### config.mk
export PLATFORM = sky130hd
export DESIGN_NAME = measurement_frame_crc_decoder
export DESIGN_NICKNAME = d
export VERILOG_FILES = /design/src/mfcd_pkg.sv /design/src/mfcd_scale.sv /design/src/mfcd_frame.sv /design/src/measurement_frame_crc_decoder.sv
export VERILOG_INCLUDE_DIRS = /design/src /design/src/src
export SDC_FILE = /design/constraint.sdc
export NUM_CORES = 1
export LEC_CHECK = 0
export BUFFER_PORTS_ARGS = -buffer_cell sky130_fd_sc_hd__buf_2
export CAP_MARGIN = 20
export CORE_AREA = 2 2 124 126
export CTS_BUF_LIST = sky130_fd_sc_hd__clkbuf_16
export CTS_CLUSTER_DIAMETER = 100
export DETAILED_ROUTE_END_ITERATION = 10
export DIE_AREA = 0 0 126 128
export HOLD_SLACK_MARGIN = 0.05
export PLACE_DENSITY = 0.8
export SYNTH_ARGS = -nofsm -noshare
export SYNTH_HDL_FRONTEND = slang
export SYNTH_SLANG_ARGS = --single-unit
### constraint.sdc
create_clock -name clock -period 7.13 [get_ports clock]
set_clock_uncertainty 0.15 [all_clocks]
set_input_delay 1.426 -clock clock [delete_from_list [all_inputs] [get_ports clock]]
set_output_delay 1.426 -clock clock [all_outputs]
set_load 0.005 [all_outputs]
### src/measurement_frame_crc_decoder_macros.svh
// Assertion macros used by the measurement frame decoder top level.
`ifndef MEASUREMENT_FRAME_CRC_DECODER_MACROS_SVH
`define MEASUREMENT_FRAME_CRC_DECODER_MACROS_SVH

// Condition holds in the same cycle as the trigger.
`define MFCD_ASSERT_IMP(label, clk, rst, ante, cons, msg) \
   label: assert property (@(posedge clk) disable iff (rst) (ante) |-> (cons)) \
      else $error(msg);

// Condition holds in the cycle after the trigger.
`define MFCD_ASSERT_NXT(label, clk, rst, ante, cons, msg) \
   label: assert property (@(posedge clk) disable iff (rst) (ante) |=> (cons)) \
      else $error(msg);

`endif

### src/mfcd_pkg.sv
// Types, constants and the CRC-8 step function of the measurement frame decoder.
package mfcd_pkg;

   localparam logic [7:0] CRC_POLY = 8'h31;
   localparam logic [7:0] CRC_INIT = 8'hFF;

   localparam int unsigned TEMP_MUL = 175;
   localparam int unsigned HUM_MUL  = 100;
   localparam int signed   TEMP_OFFSET_Q8 = 11520;

   localparam logic STATUS_OK        = 1'b0;
   localparam logic STATUS_CRC_ERROR = 1'b1;

   // Which word of the frame is being received
   typedef enum logic [1:0] {
      WORD_CO2  = 2'd0,
      WORD_TEMP = 2'd1,
      WORD_HUM  = 2'd2
   } word_idx_type;

   // Which byte of the current word is expected next
   typedef enum logic [1:0] {
      PH_HIGH = 2'd0,
      PH_LOW  = 2'd1,
      PH_CRC  = 2'd2
   } phase_type;

   typedef struct packed {
      logic [7:0] rx_byte;
      logic       frame_start;
   } item_type;

   typedef struct packed {
      logic               status;
      logic [15:0]        co2_ppm;
      logic signed [16:0] temperature_q8;
      logic [14:0]        humidity_q8;
   } result_type;

   typedef struct packed {
      logic         discarding;
      word_idx_type word_idx;
      phase_type    phase;
   } frame_status_type;

   // One byte through the CRC-8, MSB first, no final XOR
   function automatic logic [7:0] crc8_update(logic [7:0] crc, logic [7:0] data);
      logic [7:0] c;
      c = crc ^ data;
      for (int k = 0; k < 8; k++) begin
         c = c[7] ? ((c << 1) ^ CRC_POLY) : (c << 1);
      end
      return c;
   endfunction

endpackage

### src/mfcd_scale.sv
// Fixed-point scaling of raw temperature and humidity words.
module mfcd_scale (
   input  logic [15:0]        raw_word,
   output logic signed [16:0] temperature_q8,
   output logic [14:0]        humidity_q8
);
   import mfcd_pkg::*;

   logic [23:0] temp_prod;
   logic [22:0] hum_prod;

   // Scale by the constant factors, drop the 8 fraction bits of the product
   assign temp_prod = {8'd0, raw_word} * 24'(TEMP_MUL);
   assign hum_prod  = {7'd0, raw_word} * 23'(HUM_MUL);

   // Apply the temperature offset in Q8
   assign temperature_q8 = $signed({1'b0, temp_prod[23:8]}) - 17'(TEMP_OFFSET_Q8);
   assign humidity_q8    = hum_prod[22:8];

endmodule

### src/mfcd_frame.sv
// Frame position tracking, CRC check and word assembly, one byte per cycle in which fire is set.
module mfcd_frame (
   input  logic                       clock,
   input  logic                       reset,
   input  logic                       fire,
   input  mfcd_pkg::item_type         item,
   output logic                       emits,
   output mfcd_pkg::result_type       result,
   output mfcd_pkg::frame_status_type status
);
   import mfcd_pkg::*;

   word_idx_type word_ff, word_in, word_cur;
   phase_type    phase_ff, phase_in, phase_cur;
   logic [7:0]   crc_ff, crc_in, crc_cur;
   logic         disc_ff, disc_in, disc_cur;
   logic [7:0]   high_ff, high_in;
   logic [7:0]   low_ff, low_in;
   logic [15:0]  co2_ff, co2_in;
   logic signed [16:0] temp_ff, temp_in;
   logic         pos_ok;

   logic [15:0]        word_value;
   logic signed [16:0] temp_scaled;
   logic [14:0]        hum_scaled;

   assign word_value = {high_ff, low_ff};

   mfcd_scale u_scale (
      .raw_word       (word_value),
      .temperature_q8 (temp_scaled),
      .humidity_q8    (hum_scaled)
   );

   // Decode one byte against the current frame position
   always_comb begin
      // Frame start clears position, CRC and discard before the byte is used
      word_cur  = item.frame_start ? WORD_CO2 : word_ff;
      phase_cur = item.frame_start ? PH_HIGH  : phase_ff;
      crc_cur   = item.frame_start ? CRC_INIT : crc_ff;
      disc_cur  = item.frame_start ? 1'b0     : disc_ff;

      // Fall back to the first byte if the position is out of range
      pos_ok = (word_cur == WORD_CO2 || word_cur == WORD_TEMP || word_cur == WORD_HUM) &&
               (phase_cur == PH_HIGH || phase_cur == PH_LOW || phase_cur == PH_CRC);
      if (!pos_ok) begin
         word_cur  = WORD_CO2;
         phase_cur = PH_HIGH;
      end

      word_in  = word_cur;
      phase_in = phase_cur;
      crc_in   = crc_cur;
      disc_in  = disc_cur;
      high_in  = high_ff;
      low_in   = low_ff;
      co2_in   = co2_ff;
      temp_in  = temp_ff;
      emits    = 1'b0;
      result   = '0;

      if (!disc_cur) begin
         unique case (phase_cur)
            PH_HIGH: begin
               crc_in   = crc8_update(CRC_INIT, item.rx_byte);
               high_in  = item.rx_byte;
               phase_in = PH_LOW;
            end
            PH_LOW: begin
               crc_in   = crc8_update(crc_cur, item.rx_byte);
               low_in   = item.rx_byte;
               phase_in = PH_CRC;
            end
            PH_CRC: begin
               crc_in   = CRC_INIT;
               phase_in = PH_HIGH;
               if (crc_cur != item.rx_byte) begin
                  // Mismatch: report once, then drop bytes until a frame start
                  disc_in       = 1'b1;
                  word_in       = WORD_CO2;
                  emits         = 1'b1;
                  result.status = STATUS_CRC_ERROR;
               end else begin
                  unique case (word_cur)
                     WORD_CO2: begin
                        co2_in  = word_value;
                        word_in = WORD_TEMP;
                     end
                     WORD_TEMP: begin
                        temp_in = temp_scaled;
                        word_in = WORD_HUM;
                     end
                     WORD_HUM: begin
                        word_in               = WORD_CO2;
                        emits                 = 1'b1;
                        result.status         = STATUS_OK;
                        result.co2_ppm        = co2_ff;
                        result.temperature_q8 = temp_ff;
                        result.humidity_q8    = hum_scaled;
                     end
                     default: begin
                        word_in = WORD_CO2;
                     end
                  endcase
               end
            end
            default: begin
               phase_in = PH_HIGH;
            end
         endcase
      end
   end

   // Hold frame control state
   always_ff @(posedge clock) begin
      if (reset) begin
         word_ff  <= WORD_CO2;
         phase_ff <= PH_HIGH;
         crc_ff   <= CRC_INIT;
         disc_ff  <= 1'b0;
      end else if (fire) begin
         word_ff  <= word_in;
         phase_ff <= phase_in;
         crc_ff   <= crc_in;
         disc_ff  <= disc_in;
      end
   end

   // Hold partial words; always written before they are read
   always_ff @(posedge clock) begin
      if (fire) begin
         high_ff <= high_in;
         low_ff  <= low_in;
         co2_ff  <= co2_in;
         temp_ff <= temp_in;
      end
   end

   assign status.discarding = disc_ff;
   assign status.word_idx   = word_ff;
   assign status.phase      = phase_ff;

endmodule

### src/measurement_frame_crc_decoder.sv
// Top level of the measurement frame decoder: input register, decoder, result register.
//
// Takes a 9-byte sensor response one byte per transfer (three words, each high
// byte, low byte, CRC-8 with polynomial 0x31 and seed 0xFF) and returns one
// result per complete frame: the CO2 word, temperature in degrees C and humidity
// in %RH, both truncated Q8 values, temperature in two's complement. The first
// CRC mismatch in a frame gives one result with status 1 and zero data, after
// which bytes are dropped until a byte with frame_start (req_tuser[0]) set. The
// block takes one byte every cycle unless stalled; a result passes through the
// input register and then the result register after its last byte is accepted.
// The only stall is a CRC byte that completes a result while the result
// register still holds an untaken transfer; that byte waits in the input register.
`include "measurement_frame_crc_decoder_macros.svh"

module measurement_frame_crc_decoder (
   input  logic        clock,
   input  logic        reset,
   input  logic        req_tvalid,
   output logic        req_tready,
   input  logic [7:0]  req_tdata,   // [7:0] rx_byte
   input  logic [0:0]  req_tuser,   // [0] frame_start
   output logic        rsp_tvalid,
   input  logic        rsp_tready,
   output logic [47:0] rsp_tdata,   // [15:0] co2_ppm, [32:16] temperature_q8, [47:33] humidity_q8
   output logic [0:0]  rsp_tuser    // [0] status
);
   import mfcd_pkg::*;

   logic             s1_valid_ff, s1_valid_in;
   item_type         s1_ff;
   logic             s1_fire;
   logic             emits;
   logic             out_free;
   result_type       result;
   frame_status_type fstat;
   logic             rsp_valid_ff, rsp_valid_in;
   result_type       rsp_ff;

   // Byte may proceed unless it makes a result and the result register is blocked
   assign out_free   = !rsp_valid_ff || rsp_tready;
   assign s1_fire    = s1_valid_ff && (!emits || out_free);
   assign req_tready = !s1_valid_ff || s1_fire;

   mfcd_frame u_frame (
      .clock  (clock),
      .reset  (reset),
      .fire   (s1_fire),
      .item   (s1_ff),
      .emits  (emits),
      .result (result),
      .status (fstat)
   );

   // Input register
   always_comb begin
      s1_valid_in = s1_valid_ff;
      if (req_tvalid && req_tready) begin
         s1_valid_in = 1'b1;
      end else if (s1_fire) begin
         s1_valid_in = 1'b0;
      end
   end

   always_ff @(posedge clock) begin
      if (reset) begin
         s1_valid_ff <= 1'b0;
      end else begin
         s1_valid_ff <= s1_valid_in;
      end
   end

   always_ff @(posedge clock) begin
      if (req_tvalid && req_tready) begin
         s1_ff.rx_byte     <= req_tdata;
         s1_ff.frame_start <= req_tuser[0];
      end
   end

   // Result register: load a new result, drop a taken one
   always_comb begin
      rsp_valid_in = rsp_valid_ff;
      if (s1_fire && emits) begin
         rsp_valid_in = 1'b1;
      end else if (rsp_tready) begin
         rsp_valid_in = 1'b0;
      end
   end

   always_ff @(posedge clock) begin
      if (reset) begin
         rsp_valid_ff <= 1'b0;
      end else begin
         rsp_valid_ff <= rsp_valid_in;
      end
   end

   always_ff @(posedge clock) begin
      if (s1_fire && emits) begin
         rsp_ff <= result;
      end
   end

   assign rsp_tvalid   = rsp_valid_ff;
   assign rsp_tdata    = {rsp_ff.humidity_q8, rsp_ff.temperature_q8, rsp_ff.co2_ppm};
   assign rsp_tuser[0] = rsp_ff.status;

   // Checks
   `MFCD_ASSERT_IMP(a_err_zero, clock, reset,
      rsp_tvalid && (rsp_tuser[0] == STATUS_CRC_ERROR), rsp_tdata == 48'd0,
      "error result carries nonzero data")
   `MFCD_ASSERT_IMP(a_disc_pos, clock, reset,
      fstat.discarding, (fstat.word_idx == WORD_CO2) && (fstat.phase == PH_HIGH),
      "discarding with frame position not at start")
   `MFCD_ASSERT_NXT(a_emit_load, clock, reset,
      s1_fire && emits, rsp_valid_ff,
      "emitted result not loaded into result register")
   `MFCD_ASSERT_NXT(a_s1_hold, clock, reset,
      s1_valid_ff && !s1_fire, s1_valid_ff && $stable(s1_ff),
      "stalled byte lost from input register")

endmodule

==> flow_summary.yaml, run 1 <==
status:
  outcome: "complete, no violations"
sta:
  finalHoldViolCount: 0
  fmaxAchievable_mhz: 176.3
  drv_slew: 0
  min_period_ps: 5672
  worst_slack_ps: 1458
  fin_setup_tns_ps: 0
  finalCritPeriodShare_pct: 79.55
  slew_headroom_pct: 35.57
  rsz0062_at_grt: "no"
  worst_pin_slew_ps: 959.0
  setup_violations: 0
place:
  dp_cells: 1028
  place_hpwl_um: 12330
  post-place-ws_ps: 1456
  gp_congestion: 0.8231
  io_buffers: 63
detailed_routing:
  vias_per_cell: 5.419
  drt-total-wl_um: 16620
  remaining_drc_errors: 0
  first_pass_iters: 6
  drt_iter0_drc: 243
  avgRoutedWirePerCell_um: 15.68
  vias: 5744
  drtAntennaViolNets: 0
logic_synthesis:
  synth-seq-cells: 122
  ys.flop_type: "edfxtp_1"
  syn_area_per_cell_um2: 11.25
  synth_cells: 794
  yosys_warnings: 0
  synth-edff-count: 107
  synth_seq_area_share_pct: 39.32
  syn_nets: 973
  yosysUniqueCellTypes: 57
  syn-cell-area_um2: 8935
  async_reset_ff_share_pct: 0
clock_network:
  cts_buffers: 17
  clkTransAtPathRegs_ps: 60
  post_cts_resized: 0
  clk_latency_ps: 420
  htree_num_levels: 4
  clock-sinks: 122
  cts_hold_buf: 0
  clk_path_buf_depth: 2
  cts_setup_buffers: 0
  cts_root_buf: "clkbuf_16"
  tritoncts: "yes"
worst_setup_path:
  slowest_stage: "fa_1"
  worstSetupPathType: "reg -> reg"
  critPathMaxFanout: 7
  crit_chain: "inv_1, ha_1, fa_1, inv_1, fa_1, inv_1, fa_1, inv_1, ha_1, and3_1, and2_1, o31ai_4, nand3b_1, xor2_1, a31oi_2, o211a_1, a2111oi_2, xnor2_1"
  critPathLaunch: "u_frame.high_ff[6]$_DFFE_PP_"
  max_stage_delay_ps: 540
  worstPathArrival_ps: 5690
  startpoint_type: "flop"
  crit_top_cell: "inv_1"
  cp_top_family: "adder cells"
  r2r_start: "u_frame.high_ff[6]$_DFFE_PP_"
  crit_path_end_kind: "flop"
  cp_num_buf_inv: 4
  cp.required_ps: 7150
die:
  row_count: 45
  die_w_um: 126
  io_pins: 64
  start_util_pct: 60.11
  die_area_um2: 16130
  core_um2: 14860
  die_h_um: 128
finish:
  final_common_cell: "inv_1"
  final_cell_mix: "inv_1 (160), edfxtp_1 (107), ha_1 (104), buf_2 (63), fa_1 (62)"
  drive_gt1_share_pct: 12.61
  syn_to_final_growth_pct: 12.10
  seq_area_um2: 3513
  finalNetCount: 1038
  nFillCells: 1129
  layout.cells.non_filler: 1060
  diodes: 0
  multi_input_area_um2: 4752
power_and_ir_drop:
  power_per_cell_area_nw_per_um2: 296.3
  vdd_drop_max_uv: 189.4
  power_leakage_nw: 4.505
hold_path:
  hold_path.class: "reg -> reg"
  worstHoldStart: "u_frame.crc_ff[2]$_SDFFE_PP1P_"
global_routing:
  grt_pass1_vias: 5964
  grt_pass1_wl_um: 28550
  track_usage_pct: 22.69
  grt_overflow: 0
  grt_max_degree: 51
  antenna_found_initial: 0
job:
  maxCapViolCount: 0
## worst register-to-register path, cell delays in order, from the launching register on
cell and delay, ps:
edfxtp_1 520, inv_1 220, ha_1 390, fa_1 550, inv_1 60, fa_1 510, inv_1 60, fa_1 530
inv_1 40, ha_1 370, and3_1 230, and2_1 190, o31ai_4 230, nand3b_1 140, xor2_1 320, a31oi_2 200
o211a_1 260, a2111oi_2 370, xnor2_1 100
## final cells by class
| class | instances | area share, % |
|---|---|---|
| Inverter | 158 | 5.921 |
| Clock buffer | 17 | 4.247 |
| Tap cell | 188 | 2.349 |
| Clock inverter | 15 | 1.586 |
| Multi-Input combinational cell | 494 | 47.45 |
| Timing Repair Buffer | 66 | 3.373 |
| Sequential cell | 122 | 35.08 |
## synth_stat cells (all sizes together) (3+ instances only)
cell type / count / share of area, %
clkbuf: 17 / 0.71
and3: 39 / 2.7
and2: 7 / 0.49
nor3: 11 / 0.62
ha: 104 / 15
xor2: 27 / 2.7
nor2: 49 / 2.1
inv: 158 / 6.6
a21oi: 30 / 1.8
nand2b: 5 / 0.35
nand2: 21 / 0.88
o21ai: 11 / 0.66
fa: 62 / 14
a21o: 12 / 1.0
nand4: 4 / 0.28
a22oi: 5 / 0.48
o21a: 9 / 0.76
o221ai: 7 / 0.69
nor2b: 11 / 0.77
dfxtp: 15 / 3.4
xnor2: 43 / 4.2
buf: 3 / 0.14
a31oi: 7 / 0.63
edfxtp: 107 / 36
nand3: 3 / 0.17
## per-layer routing
metal	GRT usage, %	wire length (µm)	vias up
met2	35.33	7562	166
met5	0	0	-
met1	30.53	7594	2726
met4	12.02	692	0
met3	4.299	766	53
li1	-	-	2799
## worst paths after layout
path / slack, ps / to / cells after the start
max: 1460 / u_frame.temp_ff[15]$_DFFE_PP_ / 18
min: 320 / u_frame.crc_ff[2]$_SDFFE_PP1P_ / 1
max reg2reg: 1460 / u_frame.temp_ff[15]$_DFFE_PP_ / 18
min reg2reg: 320 / u_frame.crc_ff[2]$_SDFFE_PP1P_ / 1
## where the power goes
group	switching, W	total (W)	internal, W
Combinational	0.000688	0.00122	0.000529
Sequential	0.0000313	0.000892	0.000861
Clock	0.000318	0.000859	0.000542
## stage by stage
step | hold WS [ps] | power, W | utilization (%) | cell area [µm²]
6_report | 316.5 | 0.002968 | 67.38 | 10020
5_1_grt | 338.9 | 0.003168 | 67.38 | 10020
4_1_cts | 318.4 | 0.002981 | 67.38 | 10020
3_5_place_dp | 306.1 | 0.002100 | 63.45 | 9432
3_3_place_gp | 303.5 | 0.002082 | 63.45 | 9432
2_1_floorplan | 291.4 | 0.001873 | - | 8935
## flip-flops by register name, indices dropped and copies added (netlist names)
register          cells
u_frame.disc_ff       1
u_frame.word_ff       2
rsp_tuser             1
rsp_tdata            48
u_frame.phase_ff      2
rsp_tvalid            1
u_frame.co2_ff       16
u_frame.high_ff       8
u_frame.crc_ff        8
u_frame.low_ff        8
s1_ff                 9
u_frame.temp_ff      17
s1_valid_ff           1
## cells by family after synthesis
family | count (synthesis) | share of synthesized area (%)
AOI/OAI and AO/OA | 99 | 8.542
xor gates and xnor gates | 70 | 6.946
adders and majority gates | 166 | 28.46
buffers and inverters | 178 | 7.492
DFF | 122 | 39.32
muxes | 2 | 0.2381
and+or+nand+nor | 157 | 9.004
No activity file was read; power rests on OpenSTA's default activity.
==> run 2: changes to the inputs <==
==> constraint.sdc (replaced) <==
create_clock -name clock -period 5.25 [get_ports clock]
set_clock_uncertainty 0.15 [all_clocks]
set_input_delay 1.05 -clock clock [delete_from_list [all_inputs] [get_ports clock]]
set_output_delay 1.05 -clock clock [all_outputs]
set_load 0.005 [all_outputs]
==> run 2 against run 1 <==
The run now ends with negative setup slack left. Design area is 12% higher. Die area stayed put. Worst hold slack better by 7.4 ps. Via count is 18% higher. Clock power is 37% higher. Non-clock buffer count is 87 higher. First-iteration DRC count grew to 2.8 times the previous value. Wire length is 47% higher. Sequential power is 36% higher. Critical path type unchanged. Largest power group unchanged.
==> flow_summary.yaml, run 2 (synthesized netlist as in run 1, its figures left out) <==
sta:
  worst_pin_slew_ps: 1008
  slew_headroom_pct: 32.77
  setup_violations: 4
  drv_slew: 0
  finalHoldViolCount: 0
  min_period_ps: 5435
  fin_setup_tns_ps: -465.6
  worst_slack_ps: -185.1
  rsz0062_at_grt: "yes"
  finalCritPeriodShare_pct: 103.5
  fmaxAchievable_mhz: 184.0
clock_network:
  clock-sinks: 122
  tritoncts: "yes"
  clk_path_buf_depth: 2
  cts_root_buf: "clkbuf_16"
  clkTransAtPathRegs_ps: 60
  clk_latency_ps: 440
  htree_num_levels: 4
  cts_buffers: 17
  cts_hold_buf: 0
die:
  core_um2: 14860
  start_util_pct: 60.11
  die_h_um: 128
  die_area_um2: 16130
  row_count: 45
  io_pins: 64
  die_w_um: 126
detailed_routing:
  remaining_drc_errors: 0
  drtAntennaViolNets: 0
  first_pass_iters: 5
  vias_per_cell: 5.903
  avgRoutedWirePerCell_um: 21.31
  drt_iter0_drc: 669
  drt-total-wl_um: 24440
  vias: 6771
finish:
  stdcell_area_um2: 11190
  final_cell_mix: "inv_1 (147), edfxtp_1 (107), ha_1 (78), buf_4 (75), buf_2 (63)"
  nFillCells: 858
  seq_area_um2: 3513
  finalCoreUtilization_pct: 75.28
  largest_reg_flops: 48
  multi_input_area_um2: 5215
  layout.cells.non_filler: 1147
  drive_gt1_share_pct: 27.11
  diodes: 0
  final_common_cell: "inv_1"
  syn_to_final_growth_pct: 25.23
  finalNetCount: 1125
power_and_ir_drop:
  power_per_cell_area_nw_per_um2: 457.9
  vdd_drop_max_uv: 284.7
  total_power_w: 0.005123
  power_leakage_nw: 4.946
worst_setup_path:
  startpoint_type: "flop"
  cp.required_ps: 5270
  critPathMaxFanout: 4
  worstPathArrival_ps: 5450
  worstSetupPathType: "reg -> reg"
  crit_path_end_kind: "flop"
place:
  io_buffers: 63
  place_hpwl_um: 13070
  gp_congestion: 0.8567
  placed_cell_area_um2: 9732
  dp_cells: 1068
global_routing:
  grt_overflow: 0
  grt_pass1_wl_um: 32860
  grt_max_degree: 51
  antenna_found_initial: 0
  track_usage_pct: 26.37
  grt_pass1_vias: 6443
status:
  violations: "negative setup slack"
  outcome: "finished with violations"
job:
  maxCapViolCount: 0
hold_path:
  hold_path.class: "reg -> reg"
[run 2: cell types whose count changed in the layout (fill, tap and decap cells not counted), sizes merged]
cell,previous run,this run
inv,161,160
buf,66,153
clkinv,6,7
[run 2: routing by layer]
metal	part of all wire (%)	global-route usage [%]	routed length (µm)	vias up
met3	7.7	5.092	1881	127
met2	49	44.05	11910	426
met4	6.0	13.45	1474	0
met1	38	33.00	9173	3255
li1	-	-	-	2963
met5	0	0	0	-
[run 2: critical path: stages (launching register included)]
cell and delay, ps:
edfxtp_1 560, ha_4 340, inv_1 50, fa_1 500, inv_2 40, fa_1 530, inv_1 70, fa_1 520
inv_2 60, ha_4 240, a21oi_4 170, o21ai_2 100, a31oi_4 190, nand2_2 110, a221oi_4 290, buf_6 150
mux2i_4 270, a31oi_2 160, buf_4 190, nor3_4 220, a2111oi_4 70, xnor2_1 160
[run 2: cell type report]
| class | count | share of cell area, % |
|---|---|---|
| clock buffer | 17 | 3.802 |
| clock inverter | 15 | 1.431 |
| inverter | 158 | 5.300 |
| multi-input combinational | 494 | 46.61 |
| sequential | 122 | 31.40 |
| tap | 188 | 2.102 |
| timing repair buffer | 153 | 9.359 |
[run 2: where the power goes]
part / leakage, nW / internal, W / switching, W / total [W]
Clock: 0.286 / 0.000735 / 0.000445 / 0.00118
Sequential: 1.01 / 0.00117 / 0.0000365 / 0.00121
Combinational: 3.65 / 0.00127 / 0.00146 / 0.00274
Total: 4.95 / 0.00318 / 0.00194 / 0.00512
[run 2: path summary, 6_finish.rpt]
kind,from,end,slack [ps],cells past startpoint
worst min register to register,u_frame.crc_ff[2]$_SDFFE_PP1P_,u_frame.crc_ff[2]$_SDFFE_PP1P_,320,1
worst min-delay path,u_frame.crc_ff[2]$_SDFFE_PP1P_,u_frame.crc_ff[2]$_SDFFE_PP1P_,320,1
worst max register to register,u_frame.low_ff[5]$_DFFE_PP_,u_frame.temp_ff[15]$_DFFE_PP_,-190,21
worst max-delay path,u_frame.low_ff[5]$_DFFE_PP_,u_frame.temp_ff[15]$_DFFE_PP_,-190,21
[run 2: metrics by stage]
step           setup slack, ps  hold slack [ps]
2_1_floorplan            8.421            291.4
3_3_place_gp            -46.55            299.5
3_5_place_dp            -247.1            314.4
4_1_cts                  2.225            326.2
5_1_grt                 -275.3            339.0
6_report                -185.1            323.8
[run 2: repair_timing]
item,in CTS,in global routing
buffers inserted,25,22
pin swaps,28,56
setup endpoints to repair,3,6
gates resized for setup,26,60
hold endpoints to repair,0,0
